`config.mk`:
```
export PLATFORM = sky130hd
export DESIGN_NAME = channel_blend_mode_unit_core
export DESIGN_NICKNAME = d
export VERILOG_FILES = /design/src/rtl/core/chbm_pkg.sv /design/src/rtl/core/channel_blend_mode_unit_core.sv
export SDC_FILE = /design/constraint.sdc
export NUM_CORES = 2
export LEC_CHECK = 0
export BUFFER_PORTS_ARGS = -buffer_cell sky130_fd_sc_hd__buf_2
export CAP_MARGIN = 20
export CORE_MARGIN = 2
export CORE_UTILIZATION = 62
export CTS_CLUSTER_SIZE = 12
export DETAILED_ROUTE_END_ITERATION = 7
export PLACE_DENSITY = 0.74
export SLEW_MARGIN = 20
export SYNTH_ARGS = -nofsm -noshare
export SYNTH_HDL_FRONTEND = slang
export SYNTH_MEMORY_MAX_BITS = 65536
export SYNTH_SLANG_ARGS = --single-unit
```
`constraint.sdc`:
```
create_clock -name clk -period 23.5 [get_ports clk]
set_clock_uncertainty 0.2 [all_clocks]
set_input_delay 1.175 -clock clk [delete_from_list [all_inputs] [get_ports clk]]
set_output_delay 1.175 -clock clk [all_outputs]
set_load 0.005 [all_outputs]
```
`src/rtl/core/chbm_pkg.sv`:
```
`timescale 1ns / 1ps
// ----------------------------------------------------------------------------
// chbm_pkg
// Shared types, mode codes and helpers for the channel blend unit.
// ----------------------------------------------------------------------------
package chbm_pkg;

    localparam int NUM_STAGES = 9;
    localparam int NUM_CHAN   = 3;

    typedef enum logic [4:0] {
        MODE_NORMAL     = 5'd0,
        MODE_LIGHTEN    = 5'd1,
        MODE_DARKEN     = 5'd2,
        MODE_MULTIPLY   = 5'd3,
        MODE_AVERAGE    = 5'd4,
        MODE_ADD        = 5'd5,
        MODE_SUBTRACT   = 5'd6,
        MODE_DIFFERENCE = 5'd7,
        MODE_NEGATION   = 5'd8,
        MODE_SCREEN     = 5'd9,
        MODE_EXCLUSION  = 5'd10,
        MODE_OVERLAY    = 5'd11,
        MODE_SOFT_LIGHT = 5'd12,
        MODE_HARD_LIGHT = 5'd13,
        MODE_DODGE      = 5'd14,
        MODE_BURN       = 5'd15,
        MODE_LIN_DODGE  = 5'd16,
        MODE_LIN_BURN   = 5'd17,
        MODE_LIN_LIGHT  = 5'd18,
        MODE_VIVID      = 5'd19,
        MODE_PIN_LIGHT  = 5'd20,
        MODE_HARD_MIX   = 5'd21,
        MODE_REFLECT    = 5'd22,
        MODE_GLOW       = 5'd23,
        MODE_PHOENIX    = 5'd24,
        MODE_DIVIDE     = 5'd25
    } mode_t;

    typedef enum logic {
        REG_BLEND_MODE = 1'b0,
        REG_MASK_ALPHA = 1'b1
    } reg_idx_t;

    localparam logic [8:0] FULL_WEIGHT = 9'd256;

    // per-channel pipeline payload; later stages fill in more fields
    typedef struct packed {
        logic [7:0]  s;
        logic [7:0]  m;
        logic [7:0]  u;      // operand in the source role (swapped modes exchange)
        logic [7:0]  v;      // operand in the mask role
        logic [7:0]  mm;     // doubled mask for the composite modes
        logic [7:0]  pa;
        logic [7:0]  pb;
        logic [15:0] prod;
        logic [16:0] x;      // dividend for the /255 path
        logic [9:0]  t;      // x / 255
        logic [15:0] num;
        logic [7:0]  den;
        logic [8:0]  rem;
        logic [7:0]  quo;
        logic        sat;
        logic        burn;
        logic [7:0]  keep;
        logic [7:0]  other;
        logic [7:0]  res;
    } chan_t;

    function automatic logic [7:0] add_clip(input logic [7:0] a, input logic [7:0] b);
        logic [8:0] sum;
        sum = {1'b0, a} + {1'b0, b};
        return sum[8] ? 8'd255 : sum[7:0];
    endfunction

    function automatic logic [7:0] sub_clip(input logic [7:0] a, input logic [7:0] b);
        logic [8:0] sum;
        sum = {1'b0, a} + {1'b0, b};
        return (sum < 9'd255) ? 8'd0 : 8'(sum - 9'd255);
    endfunction

    // two restoring division steps; returns {remainder, quotient bits}
    function automatic logic [10:0] div2(input logic [8:0] rem, input logic [7:0] den,
                                         input logic [1:0] bits);
        logic [8:0] r;
        logic [1:0] q;
        r = {rem[7:0], bits[1]};
        q = 2'b00;
        if (r >= {1'b0, den})
        begin
            r = r - {1'b0, den};
            q[1] = 1'b1;
        end
        r = {r[7:0], bits[0]};
        if (r >= {1'b0, den})
        begin
            r = r - {1'b0, den};
            q[0] = 1'b1;
        end
        return {r, q};
    endfunction

endpackage

```
`src/rtl/core/channel_blend_mode_unit_core.sv`:
```
`timescale 1ns / 1ps
// ----------------------------------------------------------------------------
// channel_blend_mode_unit_core
// Per-channel layer blend of a source pixel with a mask pixel.
// ----------------------------------------------------------------------------
// Usage:
//   s_axis carries one pixel per beat (source alpha/RGB, mask RGB); m_axis
//   returns one blended pixel per beat, source alpha passed through.
//   The cfg channel writes blend_mode (index 0) and mask_alpha (index 1);
//   cfg_ready is always high. Write it only while no pixel is in flight.
//   Throughput is one pixel per clock while the output is not stalled. The
//   nine stages are: operand select, 8x8 product, divide setup and /255
//   estimate, four radix-4 divider stages, blend select, alpha mix. One
//   divider and two multipliers (product, alpha mix) per channel.
//   Reset clears the valid bits and the registers (mode normal, alpha 0).
//   When m_axis_tready is low with a result waiting, the stages back to the
//   nearest bubble hold; s_axis_tready drops only when every stage is full,
//   and no beat is lost or repeated. Bubbles let input be taken while the output waits.
// ----------------------------------------------------------------------------
module channel_blend_mode_unit_core
(
    input  logic        clk,
    input  logic        rst_n,
    input  logic        s_axis_tvalid,
    output logic        s_axis_tready,
    // src_alpha, src_red, src_green, src_blue, mask_red, mask_green, mask_blue
    input  logic [55:0] s_axis_tdata,
    output logic        m_axis_tvalid,
    input  logic        m_axis_tready,
    // out_alpha, out_red, out_green, out_blue
    output logic [31:0] m_axis_tdata,
    input  logic        cfg_valid,
    output logic        cfg_ready,
    input  logic        cfg_index,
    input  logic [8:0]  cfg_data
);

    localparam int NS = chbm_pkg::NUM_STAGES;
    localparam int NC = chbm_pkg::NUM_CHAN;

    logic [4:0]           mode_reg;
    logic [8:0]           alpha_reg;
    logic [8:0]           a_sat;
    logic [NS-1:0]        vld_reg;
    logic [NS-1:0]        vld_next;
    logic [7:0]           pa_reg   [NS];
    logic [7:0]           pa_next  [NS];
    chbm_pkg::chan_t      pipe_reg [NS][NC];
    chbm_pkg::chan_t      pipe_next[NS][NC];
    logic                 adv;

    assign cfg_ready     = 1'b1;
    assign a_sat         = (alpha_reg > chbm_pkg::FULL_WEIGHT) ? chbm_pkg::FULL_WEIGHT
                                                               : alpha_reg;
    // gaps in the pipe absorb input while the output is held
    assign adv           = !(&vld_reg) || m_axis_tready || !vld_reg[NS-1];
    assign s_axis_tready = adv;
    assign m_axis_tvalid = vld_reg[NS-1];
    assign m_axis_tdata  = {pipe_reg[NS-1][2].res, pipe_reg[NS-1][1].res,
                            pipe_reg[NS-1][0].res, pa_reg[NS-1]};

    always_ff @(posedge clk or negedge rst_n)
    begin
        if (!rst_n)
        begin
            mode_reg  <= 5'd0;
            alpha_reg <= 9'd0;
        end
        else if (cfg_valid && cfg_ready)
        begin
            case (cfg_index)
                chbm_pkg::REG_BLEND_MODE: mode_reg  <= cfg_data[4:0];
                chbm_pkg::REG_MASK_ALPHA: alpha_reg <= cfg_data;
                default:                  mode_reg  <= mode_reg;
            endcase
        end
    end

    // stall model: stage i moves when it is empty or the next stage moves
    logic [NS:0] mv;
    always_comb
    begin
        mv[NS] = !vld_reg[NS-1] || m_axis_tready;
        for (int i = NS - 1; i >= 0; i--)
        begin
            mv[i] = mv[i+1] || !vld_reg[i];
        end
    end

    always_comb
    begin
        logic [7:0]  s, m, u, v, k;
        logic        sw, mhi;
        logic [17:0] est, r;
        logic [10:0] dr;
        logic [7:0]  b, dq, mx, mn;
        logic [8:0]  sm;
        logic signed [8:0]  d;
        logic signed [18:0] mp;
        logic signed [19:0] mixv;
        chbm_pkg::chan_t    n;

        vld_next[0] = s_axis_tvalid;
        pa_next[0]  = s_axis_tdata[7:0];
        for (int i = 1; i < NS; i++)
        begin
            vld_next[i] = vld_reg[i-1];
            pa_next[i]  = pa_reg[i-1];
        end

        for (int c = 0; c < NC; c++)
        begin
            // stage 0: operand select
            s   = s_axis_tdata[8*(c+1) +: 8];
            m   = s_axis_tdata[8*(c+4) +: 8];
            sw  = (mode_reg == chbm_pkg::MODE_HARD_LIGHT) || (mode_reg == chbm_pkg::MODE_GLOW);
            u   = sw ? m : s;
            v   = sw ? s : m;
            k   = {1'b0, v[7:1]} + 8'd64;
            n       = '0;
            n.s     = s;
            n.m     = m;
            n.u     = u;
            n.v     = v;
            n.mm    = {m[6:0], 1'b0};
            case (mode_reg) inside
                chbm_pkg::MODE_MULTIPLY, chbm_pkg::MODE_EXCLUSION:
                begin
                    n.pa = u;
                    n.pb = v;
                end
                chbm_pkg::MODE_OVERLAY, chbm_pkg::MODE_HARD_LIGHT:
                begin
                    n.pa = v[7] ? 8'd255 - u : u;
                    n.pb = v[7] ? 8'd255 - v : v;
                end
                chbm_pkg::MODE_SCREEN:
                begin
                    n.pa = 8'd255 - u;
                    n.pb = 8'd255 - v;
                end
                chbm_pkg::MODE_SOFT_LIGHT:
                begin
                    n.pa = u[7] ? 8'd255 - k : k;
                    n.pb = u[7] ? 8'd255 - u : u;
                end
                chbm_pkg::MODE_REFLECT, chbm_pkg::MODE_GLOW:
                begin
                    n.pa = u;
                    n.pb = u;
                end
                default:
                begin
                    n.pa = 8'd0;
                    n.pb = 8'd0;
                end
            endcase
            pipe_next[0][c] = n;

            // stage 1: product
            n      = pipe_reg[0][c];
            n.prod = n.pa * n.pb;
            pipe_next[1][c] = n;

            // stage 2: /255 estimate and divider setup
            n   = pipe_reg[1][c];
            mhi = n.m[7];
            if (mode_reg == chbm_pkg::MODE_MULTIPLY)
                n.x = {1'b0, n.prod};
            else if ((mode_reg == chbm_pkg::MODE_SOFT_LIGHT) && n.u[7])
                n.x = {n.prod, 1'b0} + 17'd254;
            else
                n.x = {n.prod, 1'b0};
            est  = {1'b0, n.x} + {9'd0, n.x[16:8]} + {17'd0, n.x[16]};
            n.t  = est[17:8];
            n.burn = 1'b0;
            case (mode_reg) inside
                chbm_pkg::MODE_DODGE:
                begin
                    n.num = {n.u, 8'd0};
                    n.den = 8'd255 - n.v;
                end
                chbm_pkg::MODE_BURN:
                begin
                    n.num  = {8'd255 - n.u, 8'd0};
                    n.den  = n.v;
                    n.burn = 1'b1;
                end
                chbm_pkg::MODE_VIVID, chbm_pkg::MODE_HARD_MIX:
                begin
                    n.num  = mhi ? {n.s, 8'd0} : {8'd255 - n.s, 8'd0};
                    n.den  = mhi ? 8'd255 - n.mm : n.mm;
                    n.burn = !mhi;
                end
                chbm_pkg::MODE_REFLECT, chbm_pkg::MODE_GLOW:
                begin
                    n.num = n.prod;
                    n.den = 8'd255 - n.v;
                end
                chbm_pkg::MODE_DIVIDE:
                begin
                    n.num = {n.u, 8'd0} - {8'd0, n.u};
                    n.den = n.v;
                end
                default:
                begin
                    n.num = 16'd0;
                    n.den = 8'd1;
                end
            endcase
            // quotient above 255 (or zero divisor) saturates
            n.sat = (n.num[15:8] >= n.den);
            n.rem = {1'b0, n.num[15:8]};
            n.quo = 8'd0;
            pipe_next[2][c] = n;

            // stage 3: /255 correction, quotient bits 7:6
            n  = pipe_reg[2][c];
            r  = {1'b0, n.x} - ({n.t, 8'd0} - {8'd0, n.t});
            if (r >= 18'd510)
                n.t = n.t + 10'd2;
            else if (r >= 18'd255)
                n.t = n.t + 10'd1;
            dr    = chbm_pkg::div2(n.rem, n.den, n.num[7:6]);
            n.rem = dr[10:2];
            n.quo = {n.quo[5:0], dr[1:0]};
            pipe_next[3][c] = n;

            // stages 4..6: remaining quotient bits
            n     = pipe_reg[3][c];
            dr    = chbm_pkg::div2(n.rem, n.den, n.num[5:4]);
            n.rem = dr[10:2];
            n.quo = {n.quo[5:0], dr[1:0]};
            pipe_next[4][c] = n;

            n     = pipe_reg[4][c];
            dr    = chbm_pkg::div2(n.rem, n.den, n.num[3:2]);
            n.rem = dr[10:2];
            n.quo = {n.quo[5:0], dr[1:0]};
            pipe_next[5][c] = n;

            n     = pipe_reg[5][c];
            dr    = chbm_pkg::div2(n.rem, n.den, n.num[1:0]);
            n.rem = dr[10:2];
            n.quo = {n.quo[5:0], dr[1:0]};
            pipe_next[6][c] = n;

            // stage 7: blend value and mix operands
            n   = pipe_reg[6][c];
            mhi = n.m[7];
            if (n.burn)
                dq = n.sat ? 8'd0 : 8'd255 - n.quo;
            else
                dq = n.sat ? 8'd255 : n.quo;
            mx = (n.s > n.m) ? n.s : n.m;
            mn = (n.s > n.m) ? n.m : n.s;
            sm = {1'b0, n.s} + {1'b0, n.m};
            case (mode_reg) inside
                chbm_pkg::MODE_LIGHTEN:    b = mx;
                chbm_pkg::MODE_DARKEN:     b = mn;
                chbm_pkg::MODE_MULTIPLY:   b = n.t[7:0];
                chbm_pkg::MODE_AVERAGE:    b = sm[8:1];
                chbm_pkg::MODE_ADD, chbm_pkg::MODE_LIN_DODGE:
                    b = chbm_pkg::add_clip(n.s, n.m);
                chbm_pkg::MODE_SUBTRACT, chbm_pkg::MODE_LIN_BURN:
                    b = chbm_pkg::sub_clip(n.s, n.m);
                chbm_pkg::MODE_DIFFERENCE: b = mx - mn;
                chbm_pkg::MODE_NEGATION:
                    b = (sm > 9'd255) ? 8'(9'd510 - sm) : sm[7:0];
                chbm_pkg::MODE_SCREEN:     b = 8'd255 - n.prod[15:8];
                chbm_pkg::MODE_EXCLUSION:  b = 8'(sm - {1'b0, n.t[7:0]});
                chbm_pkg::MODE_OVERLAY, chbm_pkg::MODE_HARD_LIGHT:
                    b = n.v[7] ? 8'd255 - n.t[7:0] : n.t[7:0];
                chbm_pkg::MODE_SOFT_LIGHT:
                    b = n.u[7] ? 8'd255 - n.t[7:0] : n.t[7:0];
                chbm_pkg::MODE_LIN_LIGHT:
                    b = mhi ? chbm_pkg::add_clip(n.s, n.mm) : chbm_pkg::sub_clip(n.s, n.mm);
                chbm_pkg::MODE_PIN_LIGHT:
                    b = mhi ? ((n.s > n.mm) ? n.s : n.mm) : ((n.s < n.mm) ? n.s : n.mm);
                chbm_pkg::MODE_PHOENIX:    b = 8'(9'd255 + {1'b0, mn} - {1'b0, mx});
                chbm_pkg::MODE_DODGE, chbm_pkg::MODE_BURN, chbm_pkg::MODE_VIVID,
                chbm_pkg::MODE_HARD_MIX, chbm_pkg::MODE_REFLECT, chbm_pkg::MODE_GLOW,
                chbm_pkg::MODE_DIVIDE:     b = dq;
                default:                   b = n.s;
            endcase
            case (mode_reg) inside
                chbm_pkg::MODE_NORMAL:
                begin
                    n.keep  = n.s;
                    n.other = (n.m == 8'd0) ? n.s : n.m;
                end
                chbm_pkg::MODE_HARD_LIGHT, chbm_pkg::MODE_GLOW:
                begin
                    n.keep  = n.s;
                    n.other = b;
                end
                [chbm_pkg::MODE_LIN_LIGHT:chbm_pkg::MODE_HARD_MIX]:
                begin
                    n.keep  = n.mm;
                    n.other = b;
                end
                [chbm_pkg::MODE_LIGHTEN:chbm_pkg::MODE_DIVIDE]:
                begin
                    n.keep  = n.m;
                    n.other = b;
                end
                default:
                begin
                    // unused codes bypass the source channel
                    n.keep  = n.s;
                    n.other = n.s;
                end
            endcase
            pipe_next[7][c] = n;

            // stage 8: other + a*(keep-other)/256
            n    = pipe_reg[7][c];
            d    = $signed({1'b0, n.keep}) - $signed({1'b0, n.other});
            mp   = $signed({1'b0, a_sat}) * d;
            mixv = $signed({12'd0, n.other}) + 20'(mp >>> 8);
            if (mode_reg == chbm_pkg::MODE_HARD_MIX)
                n.res = mixv[7] ? 8'd255 : 8'd0;
            else
                n.res = mixv[7:0];
            pipe_next[8][c] = n;
        end
    end

    always_ff @(posedge clk or negedge rst_n)
    begin
        if (!rst_n)
        begin
            vld_reg <= '0;
        end
        else
        begin
            for (int i = 0; i < NS; i++)
            begin
                if (mv[i])
                    vld_reg[i] <= (i == 0) ? s_axis_tvalid : vld_next[i];
            end
        end
    end

    always_ff @(posedge clk)
    begin
        for (int i = 0; i < NS; i++)
        begin
            if (mv[i])
            begin
                pa_reg[i] <= pa_next[i];
                for (int c = 0; c < NC; c++)
                begin
                    pipe_reg[i][c] <= pipe_next[i][c];
                end
            end
        end
    end

endmodule

```
# ---- Yosys cells after proc, flatten, opt, wreduce, memory -nomap -nowiden
# Memory sizes are Yosys's and may differ from the RTL's.
# Cells that the tools add are included.
dict set report op_classes {
  addsub 114
  multipliers 6
  n_lt_le_gt_ge 56
  eq_ne 25
  mux 259
  bitwise_logic 1
  n_reduce_logical 46
}
# operator n
set ops {}
lappend ops {{$mux W8} 138}
lappend ops {{$mux W16} 30}
lappend ops {{$mux W24} 15}
lappend ops {{$sub A8 B8 Y8 const A} 33}
lappend ops {{$ge A9 B8 Y1} 24}
lappend ops {{$sub A8 B8 Y8} 21}
lappend ops {{$mux W9} 13}
lappend ops {{$sub A9 B8 Y9} 12}
lappend ops {{$mux W17} 6}
lappend ops {{$mux W10} 6}
lappend ops {{$add A17 B9 Y18} 3}
lappend ops {{$add A18 B1 Y18} 3}
lappend ops {{$add A8 B8 Y9} 6}
lappend ops {{$ge A18 B8 Y1 const B} 3}
lappend ops {{$ge A18 B9 Y1 const B} 3}
lappend ops {{$lt A9 B8 Y1 const B} 6}
lappend ops {{$sub A17 B18 Y18} 3}
lappend ops {{$sub A18 B10 Y18} 3}
lappend ops {{$add A17 B8 Y17 const B} 3}
lappend ops {{$mux W1} 51}
lappend ops {{$eq A5 B5 Y1 const B} 10}
lappend ops {{$gt A8 B8 Y1} 6}
lappend ops {{$mul A10 B9 Y16} 3}
lappend ops {{$mul A8 B8 Y16} 3}
lappend ops {{other kinds (29)} 103}
dict set report word_totals {
  regBits 23
  mem_bits_rw 4554
  input_bits 71
  out_inout_bits 35
  elab_cells 520
  memories 2
}
# name words width read_ports rd_clocked_by_memory_dff write_ports line
set memory_table {}
lappend memory_table {pipe_reg 9 498 9 0 9 channel_blend_mode_unit_core.sv:48} ;# chbm_pkg::chan_t pipe_reg [NS][NC];
lappend memory_table {pa_reg 9 8 9 0 9 channel_blend_mode_unit_core.sv:46} ;# logic [7:0] pa_reg [NS];

# ---- Longest topological paths before layout
# An unclocked memory read counts as a cell.
dict set report depth {
  depth_word 24
  mapped_depth 35
  ltp_nobuf 35
}

# ---- Worst setup path before layout
# Ideal clock, no wire load.
dict set report synth_timing {
  kind {input-to-reg}
  start {input m_axis_tready}
  end {memory pa_reg[0][0], enable pin}
  t_arrival_ns 11.181
  t_required_ns 21.640
  setup_slack_ns 10.459
  cell_stages 6
  path_buffers 0
  cell_sequence {nor2b_1 -> and2_1 -> and3_1 -> nand3_1 -> nor2_1 -> nand3_1}
}
# element line
set synth_rtl {}
lappend synth_rtl {{start, declared} channel_blend_mode_unit_core.sv:29} ;# input logic m_axis_tready,
lappend synth_rtl {{end, declared} channel_blend_mode_unit_core.sv:46}

==> run_results.csv <==
group,metric,value,unit
run_status,run_status,"completed",
clocking,root_buffer,"clkbuf_16",
route,viasPerCell,6.313,
timing,slew_viol_final,0,
route,dr_total_vias,65060,
clocking,cts.sinks,1364,
logic_synthesis,avgSynthCellArea,10.92,µm²
worst_setup_path,crit_buf_inv,3,
worst_setup_path,critical_path_required,23800,ps
worst_setup_path,critPathMostFrequentCell,"fa_1",
logic_synthesis,synth.largest_area_cell,"edfxtp_1",
clocking,cts_tree,"yes",
route,drtPass1Iterations,8,
route,wl_per_cell,24.13,µm
place,dp_hpwl,186000,µm
timing,max_slew_margin,0.1364,
clocking,clockBufferDepth,3,
run,max_cap_viol_count,0,
logic_synthesis,yosys-top-cells-count,"edfxtp_1 (1341), inv_1 (838), ha_1 (732)",
hold_path,min_path_type,"flop to flop",
route,wl,248700,µm
worst_setup_path,slowest_delay,740,ps
timing,post-route-min-period,8930,ps
logic_synthesis,yosysWarnings,0,
logic_synthesis,syn_area,0.08991,mm²
place,portBuffers,104,
layout,nFillCells,10720,
floorplan,ios,106,
clocking,cts-resized-gates,0,
logic_synthesis,synth_nets,9330,
worst_setup_path,crit_type,"flop to flop",
floorplan,core.rowCount,139,
floorplan,fp.dieH,384.8,µm
global_routing,grt_max_degree,104,
logic_synthesis,ys_seq_area_frac,0.4543,
timing,rsz0062_at_grt,"no",
layout,nNetsFinal,9410,
global_routing,grt_usage,0.3359,
clocking,clock_latency,790,ps
worst_setup_path,end_kind,"flop",
logic_synthesis,synth_seq_cells,1364,
timing,final-setup-viol-count,0,
route,drc,0,
worst_setup_path,critical-path-top-delay-family,"adder cells",
worst_setup_path,critPathLaunchType,"flop",
logic_synthesis,yosysUniqueCellTypes,106,
global_routing,grt_overflow,0,
route,first_iter_violations,6889,
clocking,cts_hold_buffers,0,
logic_synthesis,synthArstFlopShare,0.01686,
layout,multiInputGateArea,0.04497,mm²
worst_setup_path,critPathMaxFanout,10,
layout,drive_gt1_frac,0.07872,
floorplan,start_util,0.6251,
layout,regArea,0.04085,mm²
worst_setup_path,slowest_stage,"a21oi_1",
logic_synthesis,synth-edff-count,1341,
worst_setup_path,crit_arrival,9230,ps
logic_synthesis,synth_top_area_frac,0.4479,
timing,min_period_over_period,0.3800,
timing,hold_viol_final,0,
floorplan,fp.dieArea,0.1481,mm²
global_routing,grt_pass1_wl,378000,µm
clocking,htreeDepth,4,
timing,final.setup.tns,0,ps
layout,syn_to_final_growth,8.172,%
clocking,post-cts-setup-buffers,0,
clocking,clk_pin_slew_worst_paths,70,ps
clocking,cts_buffers,147,
layout,finish.cell_count_without_fillers,10310,
logic_synthesis,synth.most_common_cell,"edfxtp_1",
floorplan,core,0.1438,mm²
timing,max_slew.worst_pin.slew,1282,ps
place,dpl.cell_count,10060,
layout,largest_reg_flops,1269,
logic_synthesis,synth_area_leaders,"edfxtp_1 (45%), ha_1 (10%), fa_1 (6.6%), inv_1 (3.5%), xnor2_1 (3.4%)",
global_routing,grt_pass1_vias,63300,
logic_synthesis,synth-main-ff-cell,"edfxtp_1",
floorplan,die_w,384.8,µm
global_routing,antenna_found_initial,14,
place,finalWeightedCongestion,1.022,
logic_synthesis,syn_inst,8230,
route,ant_nets,0,
timing,clock.fmax,0.1120,GHz
layout make-up:
type                       instances  area share
multi-input combinational       5744      0.4623
sequential                      1364      0.4200
clock buffer                     179     0.03928
inverter                         841     0.03261
tap                             1903     0.02448
timing repair buffer             212     0.01377
clock inverter                    57    0.007385
antenna                            6   0.0001544
final timing paths:
path | startpoint | end | slack (ps) | cells past startpoint
setup reg to reg | pipe_reg[7][8] | pipe_reg[8][2] | 14570 | 31
max in group asynchronous | rst_n | mode_reg[0] | 22460 | 1
hold / removal | pipe_reg[5][268] | pipe_reg[6][268] | 190 | 0
setup / recovery | pipe_reg[7][8] | pipe_reg[8][2] | 14570 | 31
min in group asynchronous | rst_n | alpha_reg[7] | 200 | 1
hold reg to reg | pipe_reg[5][268] | pipe_reg[6][268] | 190 | 0
logic make-up after synthesis:
| kind of cell | synth area share |
|---|---|
| multiplexers | 0.03305 |
| other | 0.00004171 |
| buffers and inverters | 0.04750 |
| XOR/XNOR | 0.05434 |
| adder cells (fa/ha/maj) | 0.1681 |
| AND/OR/NAND/NOR | 0.1162 |
| flip-flops | 0.4543 |
| AO/OA/AOI/OAI | 0.1265 |
placed cells by master (no fill, tap or decap), drive strengths merged, types with 42 or more instances in the layout:
| cell type | n |
|---|---|
| nand4 | 75 |
| a21o | 83 |
| xor2 | 204 |
| clkbuf | 179 |
| o22ai | 64 |
| a21boi | 42 |
| mux2 | 143 |
| o211ai | 60 |
| o21ai | 475 |
| fa | 297 |
| edfxtp | 1341 |
| nand2b | 159 |
| o21a | 44 |
| nor3 | 122 |
| xnor2 | 353 |
| mux2i | 136 |
| nand3 | 92 |
| nand2 | 569 |
| ha | 732 |
| a22oi | 42 |
| or2 | 42 |
| a211oi | 66 |
| or3 | 42 |
| a31oi | 45 |
| inv | 847 |
| a221oi | 67 |
| and2 | 144 |
| o221ai | 73 |
| nor2b | 133 |
| a21oi | 383 |
| nor2 | 625 |
| buf | 212 |
metrics by stage:
step                hold slack (ps)    util  instance area, µm²  setup WS [ps]
floorplan                     200.3       -               89910          10460
global placement              200.7  0.6442               92660          14860
detailed placement            204.5  0.6442               92660          14630
CTS                           170.9  0.6758               97200          14620
global route                  200.5  0.6762               97250          13870
finish                        187.9  0.6762               97260          14570
per-layer routing:
| metal | vias up | global-route usage | share of wire |
|---|---|---|---|
| met3 | 637 | 0.05448 | 0.088 |
| met5 | - | 0 | 0.000052 |
| li1 | 29720 | - | - |
| met1 | 31730 | 0.4794 | 0.42 |
| met2 | 2971 | 0.5099 | 0.44 |
| met4 | 2 | 0.1466 | 0.046 |
Power is left out: the tool's default activity adds up to more than one toggle a clock period on the data nets, which glitch-free logic cannot reach.
